===== src/design/windowed_watchdog_timer_macros.svh =====
// ----------------------------------------------------------------------------
// Windowed watchdog timer assertion macros
// Shared assertion wrappers. They expand to nothing when SYNTH is defined.
// ----------------------------------------------------------------------------
`ifndef WINDOWED_WATCHDOG_TIMER_MACROS_SVH
`define WINDOWED_WATCHDOG_TIMER_MACROS_SVH

`ifndef SYNTH
// Clocked check that is ignored while reset is asserted.
`define WWDT_ASSERT(lbl, prop, msg) \
  lbl: assert property (@(posedge clk) disable iff (!rst_n) prop) else $error(msg);
// Clocked check that also holds during reset.
`define WWDT_ASSERT_ALWAYS(lbl, prop, msg) \
  lbl: assert property (@(posedge clk) prop) else $error(msg);
`else
`define WWDT_ASSERT(lbl, prop, msg)
`define WWDT_ASSERT_ALWAYS(lbl, prop, msg)
`endif

`endif


===== src/design/wwdt_pkg.sv =====
// ----------------------------------------------------------------------------
// Windowed watchdog timer package
// Request codes, register map, mode and status bit positions and the
// payload types shared by the watchdog modules.
// ----------------------------------------------------------------------------
package wwdt_pkg;

  // Request types.
  localparam logic [1:0] REQ_TICK  = 2'd0;
  localparam logic [1:0] REQ_READ  = 2'd1;
  localparam logic [1:0] REQ_WRITE = 2'd2;

  // Register word indexes.
  localparam logic [1:0] REG_CTRL   = 2'd0;
  localparam logic [1:0] REG_MODE   = 2'd1;
  localparam logic [1:0] REG_STATUS = 2'd2;

  // Restart key in control bits 31..24.
  localparam logic [7:0] CTRL_KEY = 8'hA5;

  // Field widths.
  localparam int CNT_W  = 12;
  localparam int MODE_W = 30;
  localparam int DIV_W  = 16;
  localparam int DATA_W = 32;

  // Mode word bit positions.
  localparam int MODE_FIEN_BIT  = 12;
  localparam int MODE_RSTEN_BIT = 13;
  localparam int MODE_DIS_BIT   = 15;
  localparam int MODE_WIN_LSB   = 16;

  // Status flag bit positions.
  localparam int STAT_UNF_BIT = 0;
  localparam int STAT_ERR_BIT = 1;

  typedef struct packed {
    logic [1:0]        req_type;
    logic [1:0]        reg_select;
    logic [DATA_W-1:0] write_data;
  } wwdt_req_t;

  typedef struct packed {
    logic [DATA_W-1:0] read_data;
    logic              irq;
    logic              reset_request;
  } wwdt_result_t;

endpackage


===== src/design/wwdt_if.sv =====
// ----------------------------------------------------------------------------
// Windowed watchdog timer channels
// Valid/ready channels for watchdog requests and results.
// ----------------------------------------------------------------------------
interface wwdt_in_if;
  logic       valid;
  logic       ready;
  logic [1:0] req_type;
  logic [1:0] reg_select;
  logic [wwdt_pkg::DATA_W-1:0] write_data;

  modport source (output valid, output req_type, output reg_select, output write_data,
                  input ready);
  modport sink (input valid, input req_type, input reg_select, input write_data,
                output ready);
endinterface

interface wwdt_out_if;
  logic valid;
  logic ready;
  logic [wwdt_pkg::DATA_W-1:0] read_data;
  logic irq;
  logic reset_request;

  modport source (output valid, output read_data, output irq, output reset_request,
                  input ready);
  modport sink (input valid, input read_data, input irq, input reset_request,
                output ready);
endinterface


===== src/design/wwdt_prescaler.sv =====
// ----------------------------------------------------------------------------
// Watchdog prescaler
// Holds the clock divider register and counts master ticks into one counter
// decrement per divider period. A divider of zero freezes the prescaler.
// ----------------------------------------------------------------------------
`include "windowed_watchdog_timer_macros.svh"

module wwdt_prescaler #(
  parameter int PRESCALE_WIDTH = 16
) (
  input  logic                       clk,
  input  logic                       rst_n,
  input  logic                       cfg_we,
  input  logic [wwdt_pkg::DIV_W-1:0] cfg_data,
  input  logic                       tick_en,
  output logic                       period_done
);

  // Compare width covers both the incremented count and the divider.
  localparam int CMP_W = (PRESCALE_WIDTH + 1 > wwdt_pkg::DIV_W + 1) ?
                         PRESCALE_WIDTH + 1 : wwdt_pkg::DIV_W + 1;

  logic [wwdt_pkg::DIV_W-1:0] divider_r;
  logic [PRESCALE_WIDTH-1:0]  count_r;
  logic [PRESCALE_WIDTH-1:0]  count_nxt;
  logic [CMP_W-1:0]           count_inc;
  logic [CMP_W-1:0]           div_ext;
  logic                       period_open;

  assign count_inc   = CMP_W'(count_r) + CMP_W'(1);
  assign div_ext     = CMP_W'(divider_r);
  assign period_open = count_inc < div_ext;

  // A period ends on the tick that brings the count up to the divider.
  always_comb begin
    count_nxt   = count_r;
    period_done = 1'b0;
    if (tick_en && (divider_r != '0)) begin
      if (period_open) begin
        count_nxt = count_inc[PRESCALE_WIDTH-1:0];
      end else begin
        count_nxt   = '0;
        period_done = 1'b1;
      end
    end
  end

  // Divider register and prescale count.
  always_ff @(posedge clk) begin
    if (!rst_n) begin
      divider_r <= wwdt_pkg::DIV_W'(1);
      count_r   <= '0;
    end else begin
      if (cfg_we) begin
        divider_r <= cfg_data;
      end
      count_r <= count_nxt;
    end
  end

  `WWDT_ASSERT(a_period_clears_count, period_done |=> (count_r == '0), "prescale count not cleared")

endmodule


===== src/design/wwdt_core.sv =====
// ----------------------------------------------------------------------------
// Watchdog core
// Down counter, one-time mode register and sticky status flags. Applies one
// request per cycle when fired; forms read data, interrupt and reset request.
// ----------------------------------------------------------------------------
`include "windowed_watchdog_timer_macros.svh"

module wwdt_core (
  input  logic                   clk,
  input  logic                   rst_n,
  input  logic                   fire,
  input  wwdt_pkg::wwdt_req_t    req,
  input  logic                   period_done,
  output logic                   tick_en,
  output wwdt_pkg::wwdt_result_t res
);

  logic [wwdt_pkg::CNT_W-1:0]  down_counter_r;
  logic [wwdt_pkg::CNT_W-1:0]  down_counter_nxt;
  logic [wwdt_pkg::MODE_W-1:0] mode_word_r;
  logic [wwdt_pkg::MODE_W-1:0] mode_word_nxt;
  logic                        mode_locked_r;
  logic                        mode_locked_nxt;
  logic [1:0]                  status_r;
  logic [1:0]                  status_nxt;
  logic [wwdt_pkg::CNT_W-1:0]  window;
  logic                        restart;

  assign tick_en = fire && (req.req_type == wwdt_pkg::REQ_TICK);
  assign window  = mode_word_r[wwdt_pkg::MODE_WIN_LSB +: wwdt_pkg::CNT_W];
  assign restart = (req.write_data[31:24] == wwdt_pkg::CTRL_KEY) && req.write_data[0];

  // Request decode and next state.
  always_comb begin
    down_counter_nxt  = down_counter_r;
    mode_word_nxt     = mode_word_r;
    mode_locked_nxt   = mode_locked_r;
    status_nxt        = status_r;
    res.read_data     = '0;
    res.reset_request = 1'b0;
    if (fire) begin
      case (req.req_type)
        wwdt_pkg::REQ_TICK: begin
          if (period_done && (down_counter_r != '0)) begin
            down_counter_nxt = down_counter_r - wwdt_pkg::CNT_W'(1);
            if ((down_counter_nxt == '0) && !mode_word_r[wwdt_pkg::MODE_DIS_BIT]) begin
              status_nxt[wwdt_pkg::STAT_UNF_BIT] = 1'b1;
              res.reset_request = mode_word_r[wwdt_pkg::MODE_RSTEN_BIT];
            end
          end
        end
        wwdt_pkg::REQ_READ: begin
          case (req.reg_select)
            wwdt_pkg::REG_MODE:   res.read_data = wwdt_pkg::DATA_W'(mode_word_r);
            wwdt_pkg::REG_STATUS: res.read_data = wwdt_pkg::DATA_W'(status_r);
            default:              res.read_data = '0;
          endcase
        end
        wwdt_pkg::REQ_WRITE: begin
          case (req.reg_select)
            wwdt_pkg::REG_CTRL: begin
              // A restart inside the window reloads; outside it flags an error.
              if (restart) begin
                if (down_counter_r <= window) begin
                  down_counter_nxt = mode_word_r[wwdt_pkg::CNT_W-1:0];
                end else begin
                  status_nxt[wwdt_pkg::STAT_ERR_BIT] = 1'b1;
                end
              end
            end
            wwdt_pkg::REG_MODE: begin
              if (!mode_locked_r) begin
                mode_locked_nxt = 1'b1;
                mode_word_nxt   = req.write_data[wwdt_pkg::MODE_W-1:0];
              end
            end
            default: begin
            end
          endcase
        end
        default: begin
        end
      endcase
    end
    res.irq = mode_word_nxt[wwdt_pkg::MODE_FIEN_BIT] && (status_nxt != '0);
  end

  // Watchdog state.
  always_ff @(posedge clk) begin
    if (!rst_n) begin
      down_counter_r <= '0;
      mode_word_r    <= '0;
      mode_locked_r  <= 1'b0;
      status_r       <= '0;
    end else begin
      down_counter_r <= down_counter_nxt;
      mode_word_r    <= mode_word_nxt;
      mode_locked_r  <= mode_locked_nxt;
      status_r       <= status_nxt;
    end
  end

  `WWDT_ASSERT(a_mode_stays_locked, mode_locked_r |=> mode_locked_r, "mode lock released")
  `WWDT_ASSERT(a_underflow_sticky, status_r[0] |=> status_r[0], "underflow flag cleared")
  `WWDT_ASSERT(a_count_rises_on_restart, !(fire && (req.req_type == wwdt_pkg::REQ_WRITE)) |=> (down_counter_r <= $past(down_counter_r)), "counter rose without restart")

endmodule


===== src/design/windowed_watchdog_timer.sv =====
// ----------------------------------------------------------------------------
// Windowed watchdog timer
// Top level: request register, watchdog core and prescaler, result register.
// ----------------------------------------------------------------------------
// The block takes one request (master tick, register read or register write)
// in every cycle unless stalled, and returns one result for each, in order.
// A request is held in the request register, where the core and the prescaler
// apply it in a single pass (a compare and a decrement); its result is loaded
// into the result register at the edge on which the request leaves. The result
// register lets a new request enter while a finished result still waits;
// back-pressure on the result side stalls the request side only when both
// registers are full. The user must write the clock divider through
// cfg_we/cfg_data only while the block is idle; the block does not enforce it.
`include "windowed_watchdog_timer_macros.svh"

module windowed_watchdog_timer #(
  parameter int PRESCALE_WIDTH = 16
) (
  input  logic                       clk,
  input  logic                       rst_n,
  wwdt_in_if.sink                    in_ch,
  wwdt_out_if.source                 out_ch,
  input  logic                       cfg_we,
  input  logic [wwdt_pkg::DIV_W-1:0] cfg_data
);

  logic                   s1_valid_r;
  logic                   s1_valid_nxt;
  wwdt_pkg::wwdt_req_t    s1_req_r;
  logic                   s1_fire;
  logic                   in_acc;
  logic                   out_valid_r;
  logic                   out_valid_nxt;
  wwdt_pkg::wwdt_result_t out_res_r;
  wwdt_pkg::wwdt_result_t core_res;
  logic                   tick_en;
  logic                   period_done;

  // Handshake control between the two registers.
  assign s1_fire     = s1_valid_r && (!out_valid_r || out_ch.ready);
  assign in_ch.ready = !s1_valid_r || s1_fire;
  assign in_acc      = in_ch.valid && in_ch.ready;

  always_comb begin
    s1_valid_nxt = s1_valid_r;
    if (in_acc) begin
      s1_valid_nxt = 1'b1;
    end else if (s1_fire) begin
      s1_valid_nxt = 1'b0;
    end
    out_valid_nxt = out_valid_r;
    if (s1_fire) begin
      out_valid_nxt = 1'b1;
    end else if (out_ch.ready) begin
      out_valid_nxt = 1'b0;
    end
  end

  // Request and result registers.
  always_ff @(posedge clk) begin
    if (!rst_n) begin
      s1_valid_r  <= 1'b0;
      out_valid_r <= 1'b0;
    end else begin
      s1_valid_r  <= s1_valid_nxt;
      out_valid_r <= out_valid_nxt;
    end
  end

  always_ff @(posedge clk) begin
    if (in_acc) begin
      s1_req_r.req_type   <= in_ch.req_type;
      s1_req_r.reg_select <= in_ch.reg_select;
      s1_req_r.write_data <= in_ch.write_data;
    end
    if (s1_fire) begin
      out_res_r <= core_res;
    end
  end

  wwdt_core u_core (
    .clk         (clk),
    .rst_n       (rst_n),
    .fire        (s1_fire),
    .req         (s1_req_r),
    .period_done (period_done),
    .tick_en     (tick_en),
    .res         (core_res)
  );

  wwdt_prescaler #(
    .PRESCALE_WIDTH (PRESCALE_WIDTH)
  ) u_prescaler (
    .clk         (clk),
    .rst_n       (rst_n),
    .cfg_we      (cfg_we),
    .cfg_data    (cfg_data),
    .tick_en     (tick_en),
    .period_done (period_done)
  );

  // Result channel.
  assign out_ch.valid         = out_valid_r;
  assign out_ch.read_data     = out_res_r.read_data;
  assign out_ch.irq           = out_res_r.irq;
  assign out_ch.reset_request = out_res_r.reset_request;

  `WWDT_ASSERT(a_stage_holds_request, (s1_valid_r && !s1_fire) |=> s1_valid_r, "held request lost")

endmodule

===== src/flat_wrapper.sv =====
// flat-port wrapper written by rule: the top's interface ports become plain ports
module windowed_watchdog_timer_flat 
#(
  parameter int PRESCALE_WIDTH = 16
)
  (clk, rst_n, cfg_we, cfg_data, in_ch_valid, in_ch_req_type, in_ch_reg_select, in_ch_write_data, in_ch_ready, out_ch_valid, out_ch_read_data, out_ch_irq, out_ch_reset_request, out_ch_ready);
  wwdt_in_if in_ch_i ();
  wwdt_out_if out_ch_i ();
  input  logic clk;
  input  logic rst_n;
  input  logic cfg_we;
  input  logic [wwdt_pkg::DIV_W-1:0] cfg_data;
  input wire logic [$bits(in_ch_i.valid)-1:0] in_ch_valid;
  input wire logic [$bits(in_ch_i.req_type)-1:0] in_ch_req_type;
  input wire logic [$bits(in_ch_i.reg_select)-1:0] in_ch_reg_select;
  input wire logic [$bits(in_ch_i.write_data)-1:0] in_ch_write_data;
  output wire logic [$bits(in_ch_i.ready)-1:0] in_ch_ready;
  output wire logic [$bits(out_ch_i.valid)-1:0] out_ch_valid;
  output wire logic [$bits(out_ch_i.read_data)-1:0] out_ch_read_data;
  output wire logic [$bits(out_ch_i.irq)-1:0] out_ch_irq;
  output wire logic [$bits(out_ch_i.reset_request)-1:0] out_ch_reset_request;
  input wire logic [$bits(out_ch_i.ready)-1:0] out_ch_ready;
  assign in_ch_i.valid = in_ch_valid;
  assign in_ch_i.req_type = in_ch_req_type;
  assign in_ch_i.reg_select = in_ch_reg_select;
  assign in_ch_i.write_data = in_ch_write_data;
  assign in_ch_ready = in_ch_i.ready;
  assign out_ch_valid = out_ch_i.valid;
  assign out_ch_read_data = out_ch_i.read_data;
  assign out_ch_irq = out_ch_i.irq;
  assign out_ch_reset_request = out_ch_i.reset_request;
  assign out_ch_i.ready = out_ch_ready;
  windowed_watchdog_timer #(.PRESCALE_WIDTH(PRESCALE_WIDTH)) u_core (.clk(clk), .rst_n(rst_n), .in_ch(in_ch_i), .out_ch(out_ch_i), .cfg_we(cfg_we), .cfg_data(cfg_data));
endmodule

===== config.mk =====
export PLATFORM = sky130hd
export DESIGN_NAME = windowed_watchdog_timer_flat
export DESIGN_NICKNAME = d
export VERILOG_FILES = /design/src/design/wwdt_pkg.sv /design/src/design/wwdt_if.sv /design/src/design/wwdt_prescaler.sv /design/src/design/wwdt_core.sv /design/src/design/windowed_watchdog_timer.sv /design/src/flat_wrapper.sv
export VERILOG_INCLUDE_DIRS = /design/src /design/src/design
export SDC_FILE = /design/constraint.sdc
export NUM_CORES = 1
export LEC_CHECK = 0
export ABC_CLOCK_PERIOD_IN_PS = 5700
export CAP_MARGIN = 20
export CORE_MARGIN = 3
export CORE_UTILIZATION = 35
export CTS_BUF_LIST = sky130_fd_sc_hd__clkbuf_4
export DETAILED_ROUTE_END_ITERATION = 8
export DONT_BUFFER_PORTS = 1
export SYNTH_ARGS = -nofsm -noshare
export SYNTH_HDL_FRONTEND = slang
export SYNTH_SLANG_ARGS = --single-unit
export TNS_END_PERCENT = 100

===== constraint.sdc =====
create_clock -name clk -period 5.7 [get_ports clk]
set_clock_uncertainty 0.15 [all_clocks]
set_input_delay 1.14 -clock clk [delete_from_list [all_inputs] [get_ports clk]]
set_output_delay 1.14 -clock clk [all_outputs]
set_load 0.005 [all_outputs]

==> summary.txt <==
STA
  • Period utilisation layout: 0.783
  • Min Hold Slack: ~0.32 ns
  • Finish-stage setup viols: 0
  • Fmax: between 200 and 250 MHz
  • Final hold vios: 0
  • Final worst path period need: ~4.5 ns
  • Relative slew slack: 0.349
  • Sum of negative setup slack: 0 ns
  • RSZ-0062 raised after global routing: no
  • Worst Tran Pin Value: ~0.98 ns
  • Slew Limit Fails: 0

Logic synthesis
  • Fraction of the mapped netlist area in simple logic gates: 0.198
  • Post-synth EDFFs: between 60 and 70
  • Sequential fraction of the synthesis area: 0.523
  • Avg Cell Area, Syn: slightly above 10 um^2
  • Register bit count reported by yosys: between 100 and 150
  • Netlist cell types: between 50 and 60
  • Synthesized area: 6930 um^2
  • Syn. warnings: 0
  • Compound-Gate Fraction of Synth Area: 0.105
  • Largest family of logic cells by synthesized area: simple AND/OR/NAND/NOR gates
  • Post-Synthesis Cells: around 680
  • XOR/XNOR share of the synthesized area: 0.0278
  • Adder-Cell Fraction of Synth Area: 0.0596
  • Multiplexer share of the synthesized area: 0.0433
  • Dominant synthesized flop cell: dfxtp_1
  • Async SR Flop Fraction: 0

Global route
  • First-pass GRT wire length: 23.9 mm
  • Pin count of the biggest net entering global routing: 94
  • Grt total ovfl: 0
  • Gr usage total: 0.139
  • Vias in the first global route: between 4,000 and 5,000
  • Initial antenna violation count: 1

Hold path
  • Hold path start: u_core.u_core.mode_word_r[14]
  • Hold Path Class: reg2reg

Final layout
  • Layout Utilization: 0.392
  • Net count, final: 751
  • Most common cell after layout, fill and taps aside: nand2_1
  • Final instance area: roughly 7500 um^2
  • Share of layout cells above drive strength 1: 0.0623
  • Synthesis-to-finish area growth: 7.82%
  • Fillers: 1,882
  • Fin cells: a little over 900
  • Most frequent cells in the layout: nand2_1 (99), dfxtp_1 (79), edfxtp_1 (68), a21boi_0 (37), inv_1 (36)

Placement
  • Port-buffer cells: 0
  • # placed instances: between 900 and 1,000
  • Post-DP Area: just over 7000 um^2
  • GP Congestion: between 0.7 and 0.8
  • Post-DP HPWL: 10.3 mm

Critical path
  • Critical path class: reg2reg
  • Critical Path End Type: register
  • R2r startpoint: u_core.u_prescaler.count_r[0]
  • CP Launch Type: register
  • Crit Path Max Fanout: 18
  • CP startpoint: u_core.u_prescaler.count_r[0]
  • Data arrival time of the worst path: ~4.8 ns
  • CP required: ~6 ns

Detailed routing
  • Met2 wire len: between 6 and 7 mm
  • Post-route ant nets: 0
  • Highest Signal Layer: met4
  • Wire length on met3: ~880 um
  • Routed wire length: around 15 mm
  • Drt via density: ~5
  • Routed length on met1: about 6.5 mm
  • Vias: 4,667
  • WL/cell: 15.6 um
  • Initial DRC Count: around 220
  • Drt drc: 0
  • 1st-pass router iterations: 6

Clock tree
  • CTS resizes: 0
  • Hold buffers post-CTS: 0
  • CTS max path bufs: 2
  • Post CTS Setup Buffer Count: 0
  • Cts bufs inserted: 17
  • Insertion delay to the later sink of the worst-skew pair: around 0.55 ns
  • CTS tree: built
  • Root Buffer: clkbuf_4
  • Clock slew at reported path FFs: between 0.1 and 0.15 ns
  • CTS Sinks: between 100 and 150
  • CTS HTree Levels: 4

Flow run
  • MaxCap Viol Count: 0

Floorplan
  • Die Height: roughly 150 um
  • Die Footprint: roughly 22,000 um^2
  • Core area: around 19,000 um^2
  • Initial Util: 0.363
  • I/O pin total: 93
  • Num rows: 50
  • Die X: between 100 and 150 um

Pwr
  • PwrDens: 277 nW/um^2
  • Leak: around 2.7 nW
  • Worst VDD drop: approximately 0.18 mV

Outcome
  • Outcome: finished, final reports clean
==> registers in the layout, indices dropped and copies added (netlist names) <==
register	flops
u_core.u_core.status_r	2
u_core.s1_valid_r	1
u_core.u_core.mode_word_r	30
u_core.out_ch.read_data	30
u_core.s1_req_r	36
u_core.u_core.mode_locked_r	1
u_core.out_ch.valid	1
u_core.out_ch.reset_request	1
u_core.out_ch.irq	1
u_core.u_prescaler.count_r	16
u_core.u_core.down_counter_r	12
u_core.u_prescaler.divider_r	16
==> critical path, cell delays in order (launching register included) <==
cell and delay [ns]:
dfxtp_1 0.40, ha_1 0.31, nand3_1 0.11, nor3_1 0.44, nand3_1 0.14, nor2_1 0.22
xor2_1 0.17, ha_1 0.27, and3_1 0.20, a211oi_1 0.34, nand4_1 0.64, or2_1 0.52
or3_1 0.32, a21boi_0 0.17
==> area by class of cell <==
cell class	count	area, um^2	share of cell area
Sequential cell	147	3620	0.485
Multi-Input combinational cell	456	3020	0.404
Tap cell	260	325	0.0435
Clock inverter	13	205	0.0275
Clock buffer	19	143	0.0191
Inverter	36	135	0.0181
Timing Repair Buffer	3	22.5	0.00301
Antenna cell	1	2.50	0.000335
==> cell usage after synthesis, drive strengths merged (14+ instances only) <==
| master | n | area share |
|---|---|---|
| a21oi | 23 | 0.017 |
| nor2b | 29 | 0.026 |
| dfxtp | 79 | 0.23 |
| edfxtp | 68 | 0.29 |
| mux2i | 30 | 0.043 |
| a21boi | 39 | 0.042 |
| ha | 33 | 0.060 |
| nor2 | 23 | 0.012 |
| nand2 | 99 | 0.054 |
| and2 | 33 | 0.030 |
| o211ai | 15 | 0.016 |
| xnor2 | 14 | 0.018 |
| clkbuf | 32 | 0.017 |
| inv | 36 | 0.019 |
| nand3 | 16 | 0.012 |
==> per-layer routing <==
metal	GRT usage	vias up
met3	0.0435	21
met1	0.173	2200
li1	-	2326
met5	0	-
met4	0.0546	0
met2	0.226	120
==> per-stage QoR <==
stage / setup slack (ns) / total power (W)
final: 1.24 / 0.00207
after detailed placement: 1.23 / 0.00132
after global placement: 1.49 / 0.00132
after floorplan: 2.11 / 0.00130
after CTS: 1.21 / 0.00210
after global routing: 0.791 / 0.00217
==> report_power, final <==
| part | leakage [nW] | switching [W] | internal (W) |
|---|---|---|---|
| clock | 0.183 | 0.000372 | 0.000402 |
| combinational | 1.26 | 0.0000731 | 0.0000574 |
| sequential | 1.29 | 0.0000242 | 0.00114 |
==> final timing paths <==
kind	endpoint	slack, ns	depth (start not counted)
worst min-delay path	u_core.u_core.mode_word_r[14]	0.32	2
worst max register to register	u_core.u_prescaler.count_r[10]	1.24	13
worst max-delay path	u_core.u_prescaler.count_r[10]	1.24	13
worst min register to register	u_core.u_core.mode_word_r[14]	0.32	2
==> logic make-up after synthesis <==
logic type,Yosys count
compound gates,107
xor+xnor,22
fa+ha+maj,33
buf+inv,73
flops,147
mux,30
other cells,1
simple gates,262
Power figures use the tool's default switching activity.
